$ cat config.mk
export PLATFORM = sky130hd
export DESIGN_NAME = rotary_knob_decoder_core
export DESIGN_NICKNAME = d
export VERILOG_FILES = /design/src/hdl/rkd_pkg.sv /design/src/hdl/rkd_ram.sv /design/src/hdl/rkd_update.sv /design/src/hdl/rotary_knob_decoder_core.sv
export SDC_FILE = /design/constraint.sdc
export NUM_CORES = 1
export LEC_CHECK = 0
export BUFFER_PORTS_ARGS = -buffer_cell sky130_fd_sc_hd__buf_2
export CAP_MARGIN = 25
export CORE_ASPECT_RATIO = 0.6
export CORE_MARGIN = 4
export CORE_UTILIZATION = 65
export DETAILED_ROUTE_END_ITERATION = 10
export GPL_TIMING_DRIVEN = 0
export PLACE_DENSITY = 0.83
export SYNTH_ARGS = -nofsm -noshare
export SYNTH_HDL_FRONTEND = slang
export SYNTH_HIERARCHICAL = 1
export SYNTH_SLANG_ARGS = --single-unit
$ cat constraint.sdc
create_clock -name clk -period 9.8 [get_ports clk]
set_input_delay 1.96 -clock clk [delete_from_list [all_inputs] [get_ports clk]]
set_output_delay 1.96 -clock clk [all_outputs]
set_load 0.03 [all_outputs]
$ cat src/hdl/rkd_pkg.sv
// ----------------------------------------------------------------------------
// rkd_pkg
// Shared types, codes and constants of the rotary knob decoder.
// ----------------------------------------------------------------------------
package rkd_pkg;

  localparam int RKD_KNOBS = 2;
  localparam int SLOTS     = 5;

  // encoder_type codes
  localparam logic [1:0] ENC_HALF  = 2'd0;
  localparam logic [1:0] ENC_FULL  = 2'd1;
  localparam logic [1:0] ENC_THREE = 2'd2;
  localparam logic [1:0] ENC_DET   = 2'd3;

  // register indexes (paddr[3:2])
  localparam logic [1:0] REG_TYPE   = 2'd0;
  localparam logic [1:0] REG_FILTER = 2'd1;
  localparam logic [1:0] REG_HOLD   = 2'd2;

  // direction codes
  localparam logic [1:0] DIR_NONE = 2'd0;
  localparam logic [1:0] DIR_UP   = 2'd1;
  localparam logic [1:0] DIR_DOWN = 2'd2;

  localparam logic [2:0] CODE_ALL   = 3'h7;
  localparam logic [2:0] CODE_IDLE2 = 3'h1;

  localparam logic [15:0] FILTER_RST = 16'd3;
  localparam logic [15:0] HOLD_RST   = 16'd1000;

  typedef logic [2:0] code_t;

  // per-knob decoder state, one memory word
  typedef struct packed {
    logic [15:0]           hold;
    code_t                 prev;
    code_t [SLOTS-1:0]     hist;
    logic [7:0]            up;
    logic [7:0]            down;
  } entry_t;

  // last reported values, one memory word
  typedef struct packed {
    logic [7:0] up;
    logic [7:0] down;
    logic [1:0] dir;
  } rep_t;

  typedef struct packed {
    logic [1:0]  enc_type;
    logic [15:0] filter_time;
    logic [15:0] max_hold;
  } cfg_t;

endpackage

$ cat src/hdl/rkd_ram.sv
// ----------------------------------------------------------------------------
// rkd_ram
// Generic single-write, single-read RAM with registered read data.
// ----------------------------------------------------------------------------
module rkd_ram #(
  parameter int WIDTH = 8,
  parameter int DEPTH = 2,
  parameter int AW    = (DEPTH > 1) ? $clog2(DEPTH) : 1
) (
  input  logic             clk,
  input  logic             we,
  input  logic [AW-1:0]    waddr,
  input  logic [WIDTH-1:0] wdata,
  input  logic             re,
  input  logic [AW-1:0]    raddr,
  output logic [WIDTH-1:0] rdata
);

  logic [WIDTH-1:0] mem [DEPTH];
  logic [WIDTH-1:0] rdata_r;

  always_ff @(posedge clk) begin
    if (we) begin
      mem[waddr] <= wdata;
    end
    if (re) begin
      rdata_r <= mem[raddr];
    end
  end

  assign rdata = rdata_r;

endmodule

$ cat src/hdl/rkd_update.sv
// ----------------------------------------------------------------------------
// rkd_update
// Debounce, history shift and detent judge for one knob word.
// ----------------------------------------------------------------------------
module rkd_update
  import rkd_pkg::*;
(
  input  entry_t cur,
  input  cfg_t   cfg,
  input  logic   pin_a,
  input  logic   pin_b,
  input  logic   pin_c,
  output entry_t nxt
);

  // returns {up, down} detent hit on a history
  function automatic logic [1:0] judge(input logic [1:0] enc, input code_t [SLOTS-1:0] h);
    logic up_hit;
    logic dn_hit;
    up_hit = 1'b0;
    dn_hit = 1'b0;
    case (enc)
      ENC_HALF: begin
        if (h[0] == 3'd0 && h[1] == 3'd1 && h[2] == 3'd3) dn_hit = 1'b1;
        else if (h[0] == 3'd0 && h[1] == 3'd2 && h[2] == 3'd3) up_hit = 1'b1;
        else if (h[0] == 3'd3 && h[1] == 3'd1 && h[2] == 3'd0) up_hit = 1'b1;
        else if (h[0] == 3'd3 && h[1] == 3'd2 && h[2] == 3'd0) dn_hit = 1'b1;
      end
      ENC_FULL: begin
        if (h[0] == 3'd3 && h[1] == 3'd1 && h[2] == 3'd0 && h[3] == 3'd2 && h[4] == 3'd3)
          dn_hit = 1'b1;
        else if (h[0] == 3'd3 && h[1] == 3'd2 && h[2] == 3'd0 && h[3] == 3'd1 &&
                 h[4] == 3'd3)
          up_hit = 1'b1;
      end
      ENC_THREE: begin
        if (h[1] == CODE_ALL) begin
          if ((h[0] == 3'd6 && h[2] == 3'd5) || (h[0] == 3'd5 && h[2] == 3'd3) ||
              (h[0] == 3'd3 && h[2] == 3'd6))
            up_hit = 1'b1;
          else if ((h[0] == 3'd6 && h[2] == 3'd3) || (h[0] == 3'd5 && h[2] == 3'd6) ||
                   (h[0] == 3'd3 && h[2] == 3'd5))
            dn_hit = 1'b1;
        end
      end
      default: begin
        if (h[0] == 3'd3 && h[1] == 3'd1 && h[2] == 3'd3) up_hit = 1'b1;
        else if (h[0] == 3'd3 && h[1] == 3'd2 && h[2] == 3'd3) dn_hit = 1'b1;
      end
    endcase
    return {up_hit, dn_hit};
  endfunction

  code_t      code;
  logic [2:0] newest;
  logic       check;
  logic       take;
  logic [1:0] hit;

  always_comb begin
    code   = (cfg.enc_type == ENC_THREE) ? {pin_a, pin_b, pin_c} : {1'b0, pin_a, pin_b};
    newest = (cfg.enc_type == ENC_FULL) ? 3'd4 : 3'd2;
    nxt    = cur;
    check  = 1'b1;
    hit    = 2'b00;

    if (code == cur.prev) begin
      if (cur.hold < cfg.max_hold) begin
        nxt.hold = cur.hold + 16'd1;
      end else begin
        // stuck transition: force newest slot, skip acceptance
        case (cfg.enc_type)
          ENC_FULL: begin
            if (code != 3'd3) begin
              nxt.hist[newest] = 3'd3;
              check = 1'b0;
            end
          end
          ENC_THREE: begin
            if (code == CODE_ALL) begin
              nxt.hist[newest] = 3'd0;
              check = 1'b0;
            end
          end
          default: begin
            if (code == 3'd1 || code == 3'd2) begin
              nxt.hist[newest] = 3'd0;
              check = 1'b0;
            end
          end
        endcase
      end
    end else begin
      nxt.hold = 16'd1;
      nxt.prev = code;
    end

    take = check && (nxt.hold >= cfg.filter_time) && (code != cur.hist[newest]);

    if (take) begin
      for (int s = 0; s < SLOTS - 1; s++) begin
        if (3'(s) < newest) nxt.hist[s] = cur.hist[s+1];
      end
      nxt.hist[newest] = code;
      hit = judge(cfg.enc_type, nxt.hist);
      if (hit[1]) begin
        if (cur.up != 8'hFF) nxt.up = cur.up + 8'd1;
        nxt.down = 8'd0;
      end else if (hit[0]) begin
        if (cur.down != 8'hFF) nxt.down = cur.down + 8'd1;
        nxt.up = 8'd0;
      end
    end
  end

endmodule

$ cat src/hdl/rotary_knob_decoder_core.sv
// Sample path: the state word is read when a sample is accepted, then
// modified and written back in ST_SAMP. A report pass visits ST_REP_RD
// then ST_REP_OUT for each knob, waiting in ST_REP_OUT while the output
// stalls; each entry is loaded into the output register from ST_REP_OUT.
// Input words: one at a time, in_stall is high outside ST_IDLE.
// Reset: synchronous; knob entries read as cleared via valid bits, no sweep.
// ----------------------------------------------------------------------------
// rotary_knob_decoder_core
// Multi-knob rotary encoder decoder with memory-held per-knob state.
// ----------------------------------------------------------------------------
module rotary_knob_decoder_core
  import rkd_pkg::*;
#(
  parameter int KNOBS = RKD_KNOBS
) (
  input  logic        clk,
  input  logic        rst_n,
  // input words
  input  logic        in_valid,
  output logic        in_stall,
  input  logic        in_kind,
  input  logic [2:0]  in_knob,
  input  logic        in_pin_a,
  input  logic        in_pin_b,
  input  logic        in_pin_c,
  input  logic        in_voltage_fault,
  // report words
  output logic        out_valid,
  input  logic        out_stall,
  output logic [2:0]  out_knob_index,
  output logic [7:0]  out_up_count,
  output logic [7:0]  out_down_count,
  output logic [1:0]  out_direction,
  output logic        out_last,
  // configuration
  input  logic        cfg_psel,
  input  logic        cfg_penable,
  input  logic        cfg_pwrite,
  input  logic [3:0]  cfg_paddr,
  input  logic [31:0] cfg_pwdata,
  output logic [31:0] cfg_prdata,
  output logic        cfg_pready
);

  localparam int AW = (KNOBS > 1) ? $clog2(KNOBS) : 1;

  // sequencer states
  localparam logic [1:0] ST_IDLE    = 2'd0;
  localparam logic [1:0] ST_SAMP    = 2'd1; // state word arrives, write back
  localparam logic [1:0] ST_REP_RD  = 2'd2; // issue read for knob idx_r
  localparam logic [1:0] ST_REP_OUT = 2'd3; // emit entry, clear tallies unless in fault

  // --------------------------------------------------------------------------
  // Configuration registers
  // --------------------------------------------------------------------------
  cfg_t cfg_r, cfg_nxt;
  logic cfg_wr;

  assign cfg_pready = 1'b1;
  assign cfg_wr     = cfg_psel & cfg_penable & cfg_pwrite;

  always_comb begin
    cfg_nxt = cfg_r;
    if (cfg_wr) begin
      case (cfg_paddr[3:2])
        REG_TYPE:   cfg_nxt.enc_type    = cfg_pwdata[1:0];
        REG_FILTER: cfg_nxt.filter_time = cfg_pwdata[15:0];
        REG_HOLD:   cfg_nxt.max_hold    = cfg_pwdata[15:0];
        default:    cfg_nxt = cfg_r;
      endcase
    end
  end

  always_comb begin
    case (cfg_paddr[3:2])
      REG_TYPE:   cfg_prdata = {30'd0, cfg_r.enc_type};
      REG_FILTER: cfg_prdata = {16'd0, cfg_r.filter_time};
      REG_HOLD:   cfg_prdata = {16'd0, cfg_r.max_hold};
      default:    cfg_prdata = 32'd0;
    endcase
  end

  // --------------------------------------------------------------------------
  // Control state
  // --------------------------------------------------------------------------
  logic [1:0]       state_r, state_nxt;
  logic [AW-1:0]    idx_r, idx_nxt;
  logic             running_r, running_nxt;
  logic             fault_r, fault_nxt;
  code_t            init_r, init_nxt;     // reset code latched at last clear
  logic [KNOBS-1:0] st_vld_r, st_vld_nxt; // state word written since clear
  logic [KNOBS-1:0] rep_vld_r, rep_vld_nxt;

  // captured sample pins (payload, no reset)
  logic pin_a_r, pin_b_r, pin_c_r;

  logic in_acc;
  logic in_range;
  logic is_last;

  assign in_stall = (state_r != ST_IDLE);
  assign in_acc   = in_valid & ~in_stall;
  assign in_range = ({1'b0, in_knob} < 4'(KNOBS));
  assign is_last  = (idx_r == AW'(KNOBS - 1));

  // --------------------------------------------------------------------------
  // Memories: per-knob decoder state and last reported entry
  // --------------------------------------------------------------------------
  logic          st_we, st_re;
  logic [AW-1:0] st_raddr;
  entry_t        st_wdata, st_rdata, st_cur, st_upd;
  logic          rep_we;
  rep_t          rep_wdata, rep_rdata, rep_cur;

  rkd_ram #(.WIDTH($bits(entry_t)), .DEPTH(KNOBS), .AW(AW)) u_state_ram (
    .clk   (clk),
    .we    (st_we),
    .waddr (idx_r),
    .wdata (st_wdata),
    .re    (st_re),
    .raddr (st_raddr),
    .rdata (st_rdata)
  );

  rkd_ram #(.WIDTH($bits(rep_t)), .DEPTH(KNOBS), .AW(AW)) u_rep_ram (
    .clk   (clk),
    .we    (rep_we),
    .waddr (idx_r),
    .wdata (rep_wdata),
    .re    (st_re),
    .raddr (st_raddr),
    .rdata (rep_rdata)
  );

  // read issued on any accept in idle or in ST_REP_RD
  assign st_re    = in_acc | (state_r == ST_REP_RD);
  assign st_raddr = (state_r == ST_IDLE) ? in_knob[AW-1:0] : idx_r;

  // entries never written since clear read as the clear values
  always_comb begin
    if (st_vld_r[idx_r]) begin
      st_cur = st_rdata;
    end else begin
      st_cur.hold = 16'd0;
      st_cur.prev = init_r;
      st_cur.hist = {SLOTS{init_r}};
      st_cur.up   = 8'd0;
      st_cur.down = 8'd0;
    end
    rep_cur = rep_vld_r[idx_r] ? rep_rdata : '0;
  end

  rkd_update u_update (
    .cur   (st_cur),
    .cfg   (cfg_r),
    .pin_a (pin_a_r),
    .pin_b (pin_b_r),
    .pin_c (pin_c_r),
    .nxt   (st_upd)
  );

  // --------------------------------------------------------------------------
  // Output register
  // --------------------------------------------------------------------------
  logic       out_valid_r, out_valid_nxt;
  logic       out_free, out_load;
  logic [2:0] knob_out_r;
  rep_t       rep_out_r, rep_out;
  logic       last_out_r;

  assign out_free = ~out_valid_r | ~out_stall;
  assign out_load = (state_r == ST_REP_OUT) & out_free;

  always_comb begin
    rep_out.up   = st_cur.up;
    rep_out.down = st_cur.down;
    if (st_cur.up != 8'd0)        rep_out.dir = DIR_UP;
    else if (st_cur.down != 8'd0) rep_out.dir = DIR_DOWN;
    else                          rep_out.dir = DIR_NONE;
    if (fault_r) rep_out = rep_cur; // fault: repeat previous report
  end

  assign out_valid_nxt  = out_load | (out_valid_r & out_stall);
  assign out_valid      = out_valid_r;
  assign out_knob_index = knob_out_r;
  assign out_up_count   = rep_out_r.up;
  assign out_down_count = rep_out_r.down;
  assign out_direction  = rep_out_r.dir;
  assign out_last       = last_out_r;

  // --------------------------------------------------------------------------
  // Sequencer
  // --------------------------------------------------------------------------
  always_comb begin
    state_nxt   = state_r;
    idx_nxt     = idx_r;
    running_nxt = running_r;
    fault_nxt   = fault_r;
    init_nxt    = init_r;
    st_vld_nxt  = st_vld_r;
    rep_vld_nxt = rep_vld_r;
    st_we       = 1'b0;
    st_wdata    = st_upd;
    rep_we      = 1'b0;
    rep_wdata   = rep_out;

    case (state_r)
      ST_IDLE: begin
        if (in_acc) begin
          if (!in_kind) begin
            // samples dropped until running or for absent knobs
            if (running_r && in_range) begin
              idx_nxt   = in_knob[AW-1:0];
              state_nxt = ST_SAMP;
            end
          end else begin
            idx_nxt   = '0;
            state_nxt = ST_REP_RD;
            fault_nxt = in_voltage_fault;
            if (in_voltage_fault) begin
              running_nxt = 1'b0;
              st_vld_nxt  = '0;
              init_nxt    = (cfg_r.enc_type == ENC_THREE) ? CODE_ALL : CODE_IDLE2;
            end else begin
              running_nxt = 1'b1;
            end
          end
        end
      end
      ST_SAMP: begin
        st_we             = 1'b1;
        st_vld_nxt[idx_r] = 1'b1;
        state_nxt         = ST_IDLE;
      end
      ST_REP_RD: begin
        state_nxt = ST_REP_OUT;
      end
      ST_REP_OUT: begin
        if (out_free) begin
          if (!fault_r) begin
            st_wdata          = st_cur;
            st_wdata.up       = 8'd0;
            st_wdata.down     = 8'd0;
            st_we             = 1'b1;
            st_vld_nxt[idx_r] = 1'b1;
            rep_we             = 1'b1;
            rep_vld_nxt[idx_r] = 1'b1;
          end
          if (is_last) begin
            state_nxt = ST_IDLE;
          end else begin
            idx_nxt   = idx_r + AW'(1);
            state_nxt = ST_REP_RD;
          end
        end
      end
      default: begin
        state_nxt = ST_IDLE;
      end
    endcase
  end

  always_ff @(posedge clk) begin
    if (!rst_n) begin
      state_r     <= ST_IDLE;
      idx_r       <= '0;
      running_r   <= 1'b0;
      fault_r     <= 1'b0;
      init_r      <= CODE_IDLE2;
      st_vld_r    <= '0;
      rep_vld_r   <= '0;
      out_valid_r <= 1'b0;
      cfg_r.enc_type    <= ENC_HALF;
      cfg_r.filter_time <= FILTER_RST;
      cfg_r.max_hold    <= HOLD_RST;
    end else begin
      state_r     <= state_nxt;
      idx_r       <= idx_nxt;
      running_r   <= running_nxt;
      fault_r     <= fault_nxt;
      init_r      <= init_nxt;
      st_vld_r    <= st_vld_nxt;
      rep_vld_r   <= rep_vld_nxt;
      out_valid_r <= out_valid_nxt;
      cfg_r       <= cfg_nxt;
    end
  end

  always_ff @(posedge clk) begin
    if (in_acc) begin
      pin_a_r <= in_pin_a;
      pin_b_r <= in_pin_b;
      pin_c_r <= in_pin_c;
    end
    if (out_load) begin
      knob_out_r <= 3'(idx_r);
      rep_out_r  <= rep_out;
      last_out_r <= is_last;
    end
  end

`ifndef SYNTHESIS
  // state memory is written only by the sample write-back or a report pass
  a_st_we_state: assert property (@(posedge clk) disable iff (!rst_n)
    st_we |-> (state_r == ST_SAMP || state_r == ST_REP_OUT))
    else $error("state memory written outside write-back");

  // a sample write-back only happens while running
  a_samp_running: assert property (@(posedge clk) disable iff (!rst_n)
    (state_r == ST_SAMP) |-> running_r)
    else $error("sample processed while not running");

  // a fault report clears every knob entry at once
  a_fault_clear: assert property (@(posedge clk) disable iff (!rst_n)
    (in_acc && in_kind && in_voltage_fault) |=> (st_vld_r == '0 && !running_r))
    else $error("fault report did not clear decoder state");

  // a pending report word is never overwritten
  a_out_hold: assert property (@(posedge clk) disable iff (!rst_n)
    (out_valid_r && out_stall) |=> (out_valid_r && $stable(rep_out_r) &&
                                    $stable(knob_out_r)))
    else $error("stalled report word lost");
`endif

endmodule
### After elaboration in Yosys (flattened, before gate mapping)

Memory sizes are Yosys's and may differ from the RTL's. A register that Yosys moved wholly into a read port is not among the register bits.
Cells that the tools add are included.

| storage, ports and cells | value |
|---|---|
| output and inout bits | 57 |
| memories | 2 |
| flip-flop bits (word level) | 69 |
| logic and storage cells | 237 |
| input port bits | 51 |
| memory bits (writable) | 136 |

Memories:

| memory | words | bits a word | rd ports | clocked after memory_dff | write ports | RTL line | RTL |
|---|---|---|---|---|---|---|---|
| u_state_ram.mem | 2 | 50 | 1 | 1 | 1 | rkd_ram.sv:19 | `logic [WIDTH-1:0] mem [DEPTH];` |
| u_rep_ram.mem | 2 | 18 | 1 | 1 | 1 | rkd_ram.sv:19 |  |

| cells by class | value |
|---|---|
| equality and inequality tests | 33 |
| reduce and logical (&&, ||, !) cells | 49 |
| muxes and demuxes | 101 |
| $lt $le $gt $ge | 11 |
| add/sub/neg operators | 4 |
| bitwise gates (word level) | 19 |

Operators with widths:

| kind | number |
|---|---|
| 2-to-1 mux 50 bit | 4 |
| 2-to-1 mux 15 bit | 5 |
| 2-to-1 mux 16 bit | 4 |
| case mux 16 bit (3 select lines) | 1 |
| 2-to-1 mux 1 bit | 44 |
| 2-to-1 mux 3 bit | 14 |
| 2-to-1 mux 18 bit | 2 |
| 2-to-1 mux 31 bit | 1 |
| case mux 15 bit (2 select lines) | 1 |
| logical AND 1 bit | 25 |
| 2-to-1 mux 2 bit | 12 |
| equality test 3 x 2 -> 1 bit, second input constant | 6 |
| equality test 3 bit, second input constant | 6 |
| adder 16 x 1 -> 16 bit, second input constant | 1 |
| adder 8 x 1 -> 8 bit, second input constant | 2 |
| greater-or-equal comparator 16 bit | 1 |
| less-than comparator 16 bit | 1 |
| 2-to-1 mux 8 bit | 2 |
| inequality test 8 bit, second input constant | 2 |
| nonzero test 8 bit | 2 |
| AND 15 bit | 1 |
| bitwise mux 15 bit | 1 |
| NOT 15 bit | 1 |
| inequality test 2 bit, second input constant | 5 |
| 37 further kinds | 73 |

### Depth between registers and ports, before layout

Gate-level depths: netlist of the first run.

| logic depth | value |
|---|---|
| depth in word-level cells | 30 |
| depth in mapped cells | 25 |
| gate-level depth less buffers | 20 |

### Hierarchy

The synthesis of the first run kept the hierarchy.

Modules (own cells, without submodules):

| module | cells each | sequential area each (µm²) | times used | area each (µm²) |
|---|---|---|---|---|
| rkd_ram at u_state_ram | 208 | 4,504.3 | 1 | 5,378.9 |
| rotary_knob_decoder_core | 458 | 1,561.5 | 1 | 4,126.5 |
| rkd_update | 418 | 0.0 | 1 | 2,775.2 |
| rkd_ram at u_rep_ram | 76 | 1,621.6 | 1 | 1,905.6 |

### Least setup slack after synthesis of the first run

No wires, ideal clock.

| path | value |
|---|---|
| kind | in2reg |
| from | input in_valid |
| to | register u_rep_ram.rdata_r[0] (netlist: u_rep_ram/rdata[0]) (read register of u_rep_ram.mem), enable pin |
| required time | 9.306 ns |
| arrival time | 4.845 ns |
| path slack | 4.461 ns |
| path buffers | 0 |
| stages | 2 |
| library setup time | 0.494 ns |
| cell sequence | nor2_1 nor2_1 |

| between the ends | value |
|---|---|
| longest elaborated chain between the ends | 2 |

Ends and longest elaborated chain:

| what | RTL line | RTL |
|---|---|---|
| start, declared | rotary_knob_decoder_core.sv:19 | `input logic in_valid,` |
| AND 1 bit | rotary_knob_decoder_core.sv:102 | `assign in_acc = in_valid & ~in_stall;` |
| OR 1 bit | rotary_knob_decoder_core.sv:136 | `assign st_re = in_acc \| (state_r == ST_REP_RD);` |
| named net st_re | rotary_knob_decoder_core.sv:109 | `logic st_we, st_re;` |
| end, declared | rkd_ram.sv:20 | `logic [WIDTH-1:0] rdata_r;` |

The timed path passes the listed nets, and every way through them passes these cells.
A chain may end at the register's enable or synchronous reset.

==> flow_summary.yaml, run 1 <==
die:
  die_w_um: 196
  die_h_um: 121
  die-area_mm2: 0.0236
  fp-row-count: 40
  initial_core_util_pct: 67.4
  ioPinCount: 108
  fp.coreArea_mm2: 0.0204
global_route:
  grt_pass1_vias: 9447
  antenna_found_initial: 0
  grt_pass1_wl_um: 53000
  grt_usage_pct: 28.8
  grt_max_degree: 29
  overflow: 0
sta:
  relSlewSlack_pct: 40.1
  hold_viol_final: 0
  fin_tns_setup_ns: 0
  tightest_slew_ns: 0.899
  max_freq_mhz: 147
  fin_crit_ns: 6.82
  skew_ns: 0.0106
  finalMaxSlewViolations: 0
  setup_viol: 0
  rsz0062_at_grt: "false"
  setup_ws_ns: 2.98
  whs_ns: 0.501
  fin_crit_sh_pct: 69.6
place:
  dpl-instance-area_mm2: 0.0146
  io_buffers: 69
  place_worst_setup_slack_ns: 3.31
  hpwl_um: 24800
  routabilityCongestion: 0.937
  dp.cells: 1499
power:
  clock_power_share_pct: 40.1
  sw_frac_of_total_pct: 24.3
  power.share.combinational_pct: 10.9
  total_power_mw: 2.60
  p_int_mw: 1.96
  leakage_nw: 5.96
  p_per_area_mw_per_mm2: 167
  seq_power_share_pct: 49.0
  switchingPower_uw: 632
  vdd_drop_max_mv: 0.171
min_path:
  hold_class: "register to register"
clock_tree:
  insertion_delay_ns: 0.55
  cts_tree: "built"
  cts_buffers: 25
  cts_buffer_depth: 3
  cts-resized-gates: 0
  ctsRootBufferMaster: "clkbuf_16"
  htree_levels: 1
  holdBufCountCts: 0
  cts_setup_buffers: 0
  clock_sinks: 262
  clk_pin_slew_ns: 0.07
critical_path:
  critPathArrivalTime_ns: 7.11
  worstPathMaxFanout: 10
  startpoint_type: "register"
  worstPathRequired_ns: 10.08
  critPathKind: "register to register"
  endpoint_kind: "register"
layout:
  fin_nets: 1342
  area_growth_pct: 12.7
  instances_no_fill: 1544
  drive_above_1_share_pct: 22.1
  antenna_cells: 0
  fin_area_mm2: 0.0155
  fin_util_pct: 76.0
route:
  vias: 9925
  ant_nets: 0
  drt_iter0_markers: 1345
  via_per_inst: 6.43
  wl_per_cell_um: 22.6
  drt_wl_total_um: 34900
  firstDrtPassIters: 6
  route.detailed.drc: 0
synthesis:
  yosysWarnings: 6
  synth_area_mm2: 0.0138
  synthCells: 1135
  synth_area_per_cell_um2: 12.1
run:
  max_cap_viol_count: 0
status:
  status: "finished clean"
-- flip-flops by register name, summed over array words and instances, names as in the netlist, 2 cells and up --
name,count
st_vld_r,2
cfg_r,34
u_state_ram/rdata,47
state_r,2
out_up_count,8
u_rep_ram/mem,36
u_state_ram/mem,94
rep_vld_r,2
out_direction,2
u_rep_ram/rdata,18
out_down_count,8
-- routing by layer --
layer	GRT usage [%]	wire length, µm	vias up
met4	6.36	616	0
met3	7.66	4850	59
met5	0	0	-
met2	40.5	14500	684
met1	44.9	15000	4767
li1	-	-	4415
-- cell type report --
type / count / area (µm²)
Multi-Input combinational cell: 719 / 5520
Fill cell: 1292 / 4910
Clock inverter: 15 / 206
Tap cell: 273 / 342
Timing Repair Buffer: 74 / 440
Buffer: 85 / 589
Clock buffer: 30 / 674
Sequential cell: 262 / 7420
Inverter: 86 / 323
-- placed cells by master, fill, tap and decap left out, types with 38 or more instances in the layout --
cell,n
edfxtp_1,217
buf_2,84
inv_1,81
mux2_4,59
nand3_1,58
a21oi_1,57
o21ai_0,54
and2_1,50
dfxtp_1,45
nand2_1,39
nor2_1,38
ha_1,38
-- power groups by stage --
| stage | combinational, mW | sequential [mW] | clock [mW] |
|---|---|---|---|
| global route | 0.299 | 1.27 | 1.10 |
| CTS | 0.276 | 1.27 | 1.05 |
| floorplan | 0.197 | 1.29 | 0 |
| detailed placement | 0.273 | 1.29 | 0 |
| global placement | 0.258 | 1.30 | 0 |
| finish | 0.283 | 1.27 | 1.04 |
-- path summary, 6_finish.rpt --
kind,startpoint,end,slack [ns],depth (start not counted)
min reg2reg,rep_vld_r[0],rep_vld_r[0],0.50,2
max,idx_r,u_state_ram/mem[0][25],2.98,23
min,rep_vld_r[0],rep_vld_r[0],0.50,2
max reg2reg,idx_r,u_state_ram/mem[0][25],2.98,23
-- worst max-delay path, stage by stage, from the launching register on --
cell and delay, ns:
dfxtp_1 0.52, buf_6 0.21, mux2_4 0.35, buf_6 0.17, and2_1 0.26, ha_1 0.37
and4_1 0.30, nand3b_1 0.17, a31o_1 0.28, o211ai_1 0.12, clkbuf_1 0.51, nor3_1 0.17
xnor2_1 0.16, nor2_1 0.17, ha_1 0.30, a2111o_1 0.42, a31oi_1 0.14, o21ai_0 0.23
a211o_1 0.38, o311a_1 0.14, buf_2 0.20, nand2_1 0.28, mux2_2 0.37, mux2_1 0.32
(Power assumes the default switching activity.)
==> run 2, diff against run 1 <==
- CORE_UTILIZATION: 65 -> 61
- PLACE_DENSITY: 0.83 -> 0.79
- clock period: 9.8 -> 6.6 ns (I/O delays scaled with it)
==> flow_summary.yaml, run 2 (synthesis gave the netlist of run 1 again) <==
status:
  status: "finished clean"
global_route:
  antenna_found_initial: 0
  grt_pass1_vias: 8847
  grt_max_degree: 32
  grt_usage_pct: 24.8
  grt_pass1_wl_um: 49800
  overflow: 0
clock_tree:
  insertion_delay_ns: 0.54
  ctsRootBufferMaster: "clkbuf_16"
  clock_sinks: 262
  cts_buffer_depth: 3
  cts_buffers: 24
  htree_levels: 1
  clk_pin_slew_ns: 0.07
  cts_tree: "built"
layout:
  largest_reg_flops: 94
  antenna_cells: 0
  regMostFlops: "u_state_ram/mem"
  fin_util_pct: 70.0
  area_growth_pct: 12.5
  drive_above_1_share_pct: 22.0
  final_common_cell: "edfxtp_1"
  fin_area_mm2: 0.0155
  most-common-layout-cells: "217 x edfxtp_1, 84 x buf_2, 81 x inv_1, 59 x mux2_4, 58 x nand3_1"
  n_fill_cell: 1560
  fin_nets: 1341
critical_path:
  critPathArrivalTime_ns: 6.63
  r2r_cells: 23
  startpoint_type: "register"
  endpoint_kind: "register"
  worstPathMaxFanout: 10
  critPathKind: "register to register"
  worstPathRequired_ns: 6.86
sta:
  finalMaxSlewViolations: 0
  setup_viol: 0
  hold_viol_final: 0
  fin_tns_setup_ns: 0
  rsz0062_at_grt: "false"
  fin_crit_sh_pct: 96.4
  max_freq_mhz: 157
  relSlewSlack_pct: 39.1
  skew_ns: 0.0200
  fin_crit_ns: 6.36
  whs_ns: 0.480
  tightest_slew_ns: 0.913
place:
  hpwl_um: 23900
  dpl-instance-area_mm2: 0.0147
  io_buffers: 69
  routabilityCongestion: 0.950
route:
  routed-wl-met3_um: 3870
  wl_per_cell_um: 20.5
  wl_met2_um: 12600
  drt_wl_total_um: 32300
  firstDrtPassIters: 6
  vias: 9646
  route.detailed.drc: 0
  wl_met1_um: 15600
  drt_iter0_markers: 1299
  via_per_inst: 6.11
  top_layer: "met4"
  ant_nets: 0
run:
  max_cap_viol_count: 0
die:
  fp-row-count: 42
  die-area_mm2: 0.0251
  die_h_um: 124
  ioPinCount: 108
  die_w_um: 202
  initial_core_util_pct: 62.2
  fp.coreArea_mm2: 0.0221
power:
  clock_power_share_pct: 37.8
  seq_power_share_pct: 51.0
  sw_frac_of_total_pct: 24.2
  switchingPower_uw: 894
  power.share.combinational_pct: 11.2
  leakage_nw: 5.94
  vdd_drop_max_mv: 0.199
  p_per_area_mw_per_mm2: 239
  p_int_mw: 2.81
min_path:
  hold_path_depth: 2
  hold_class: "register to register"
==> run 2: power groups by stage <==
stage | registers, mW | clock network, mW | logic (mW)
2_1_floorplan | 1.91 | 0 | 0.292
3_3_place_gp | 1.93 | 0 | 0.385
3_5_place_dp | 1.92 | 0 | 0.405
4_1_cts | 1.88 | 1.42 | 0.407
5_1_grt | 1.89 | 1.50 | 0.441
6_report | 1.89 | 1.40 | 0.415
==> run 2: final timing paths <==
check	startpoint	to	slack, ns
worst max-delay path	idx_r	u_state_ram/mem[1][22]	0.24
worst min-delay path	rep_vld_r[0]	rep_vld_r[0]	0.48
worst max register to register	idx_r	u_state_ram/mem[1][22]	0.24
worst min register to register	rep_vld_r[0]	rep_vld_r[0]	0.48
==> run 2: through the flow <==
stage	power, mW	std cells	setup WS [ns]
6_report	3.70	1578	0.237
5_1_grt	3.83	1578	0.0768
4_1_cts	3.71	1579	0.0533
3_5_place_dp	2.33	1535	0.108
3_3_place_gp	2.31	1529	0.247
2_1_floorplan	2.20	1152	1.44
==> run 2: per-layer routing <==
layer / global-route usage (%) / vias up
li1: - / 4422
met1: 41.8 / 4716
met2: 32.3 / 483
met3: 6.92 / 25
met4: 2.61 / 0
met5: 0 / -
==> run 2: area by class of cell <==
class | count | area (µm²) | share of cell area, %
sequential | 262 | 7420 | 47.9
clock inverter | 12 | 133 | 0.856
buffer | 84 | 588 | 3.80
timing repair buffer | 75 | 468 | 3.02
clock buffer | 32 | 652 | 4.21
inverter | 86 | 323 | 2.08
tap | 308 | 385 | 2.49
multi-input combinational | 719 | 5520 | 35.6
==> run 2: what timing repair did <==
item	CTS	global route
setup buffers	0	0
resized for setup	0	6
hold buffers	0	0
setup endpoints to repair	0	46
==> run 2: critical path, stage by stage (launching register included) <==
cell and delay [ns]:
dfxtp_2 0.43, buf_6 0.18, mux2_4 0.35, buf_6 0.17, and2_1 0.25, ha_1 0.35, and4_1 0.26, nand3b_1 0.16
a31o_1 0.22, o211ai_1 0.12, clkbuf_2 0.24, nor3_1 0.27, xnor2_1 0.15, nor2_1 0.08, ha_1 0.35, a2111o_1 0.42
a31oi_1 0.15, o21ai_0 0.22, a211o_1 0.39, o311a_1 0.17, buf_2 0.21, clkbuf_1 0.30, a22o_1 0.31, mux2_1 0.33
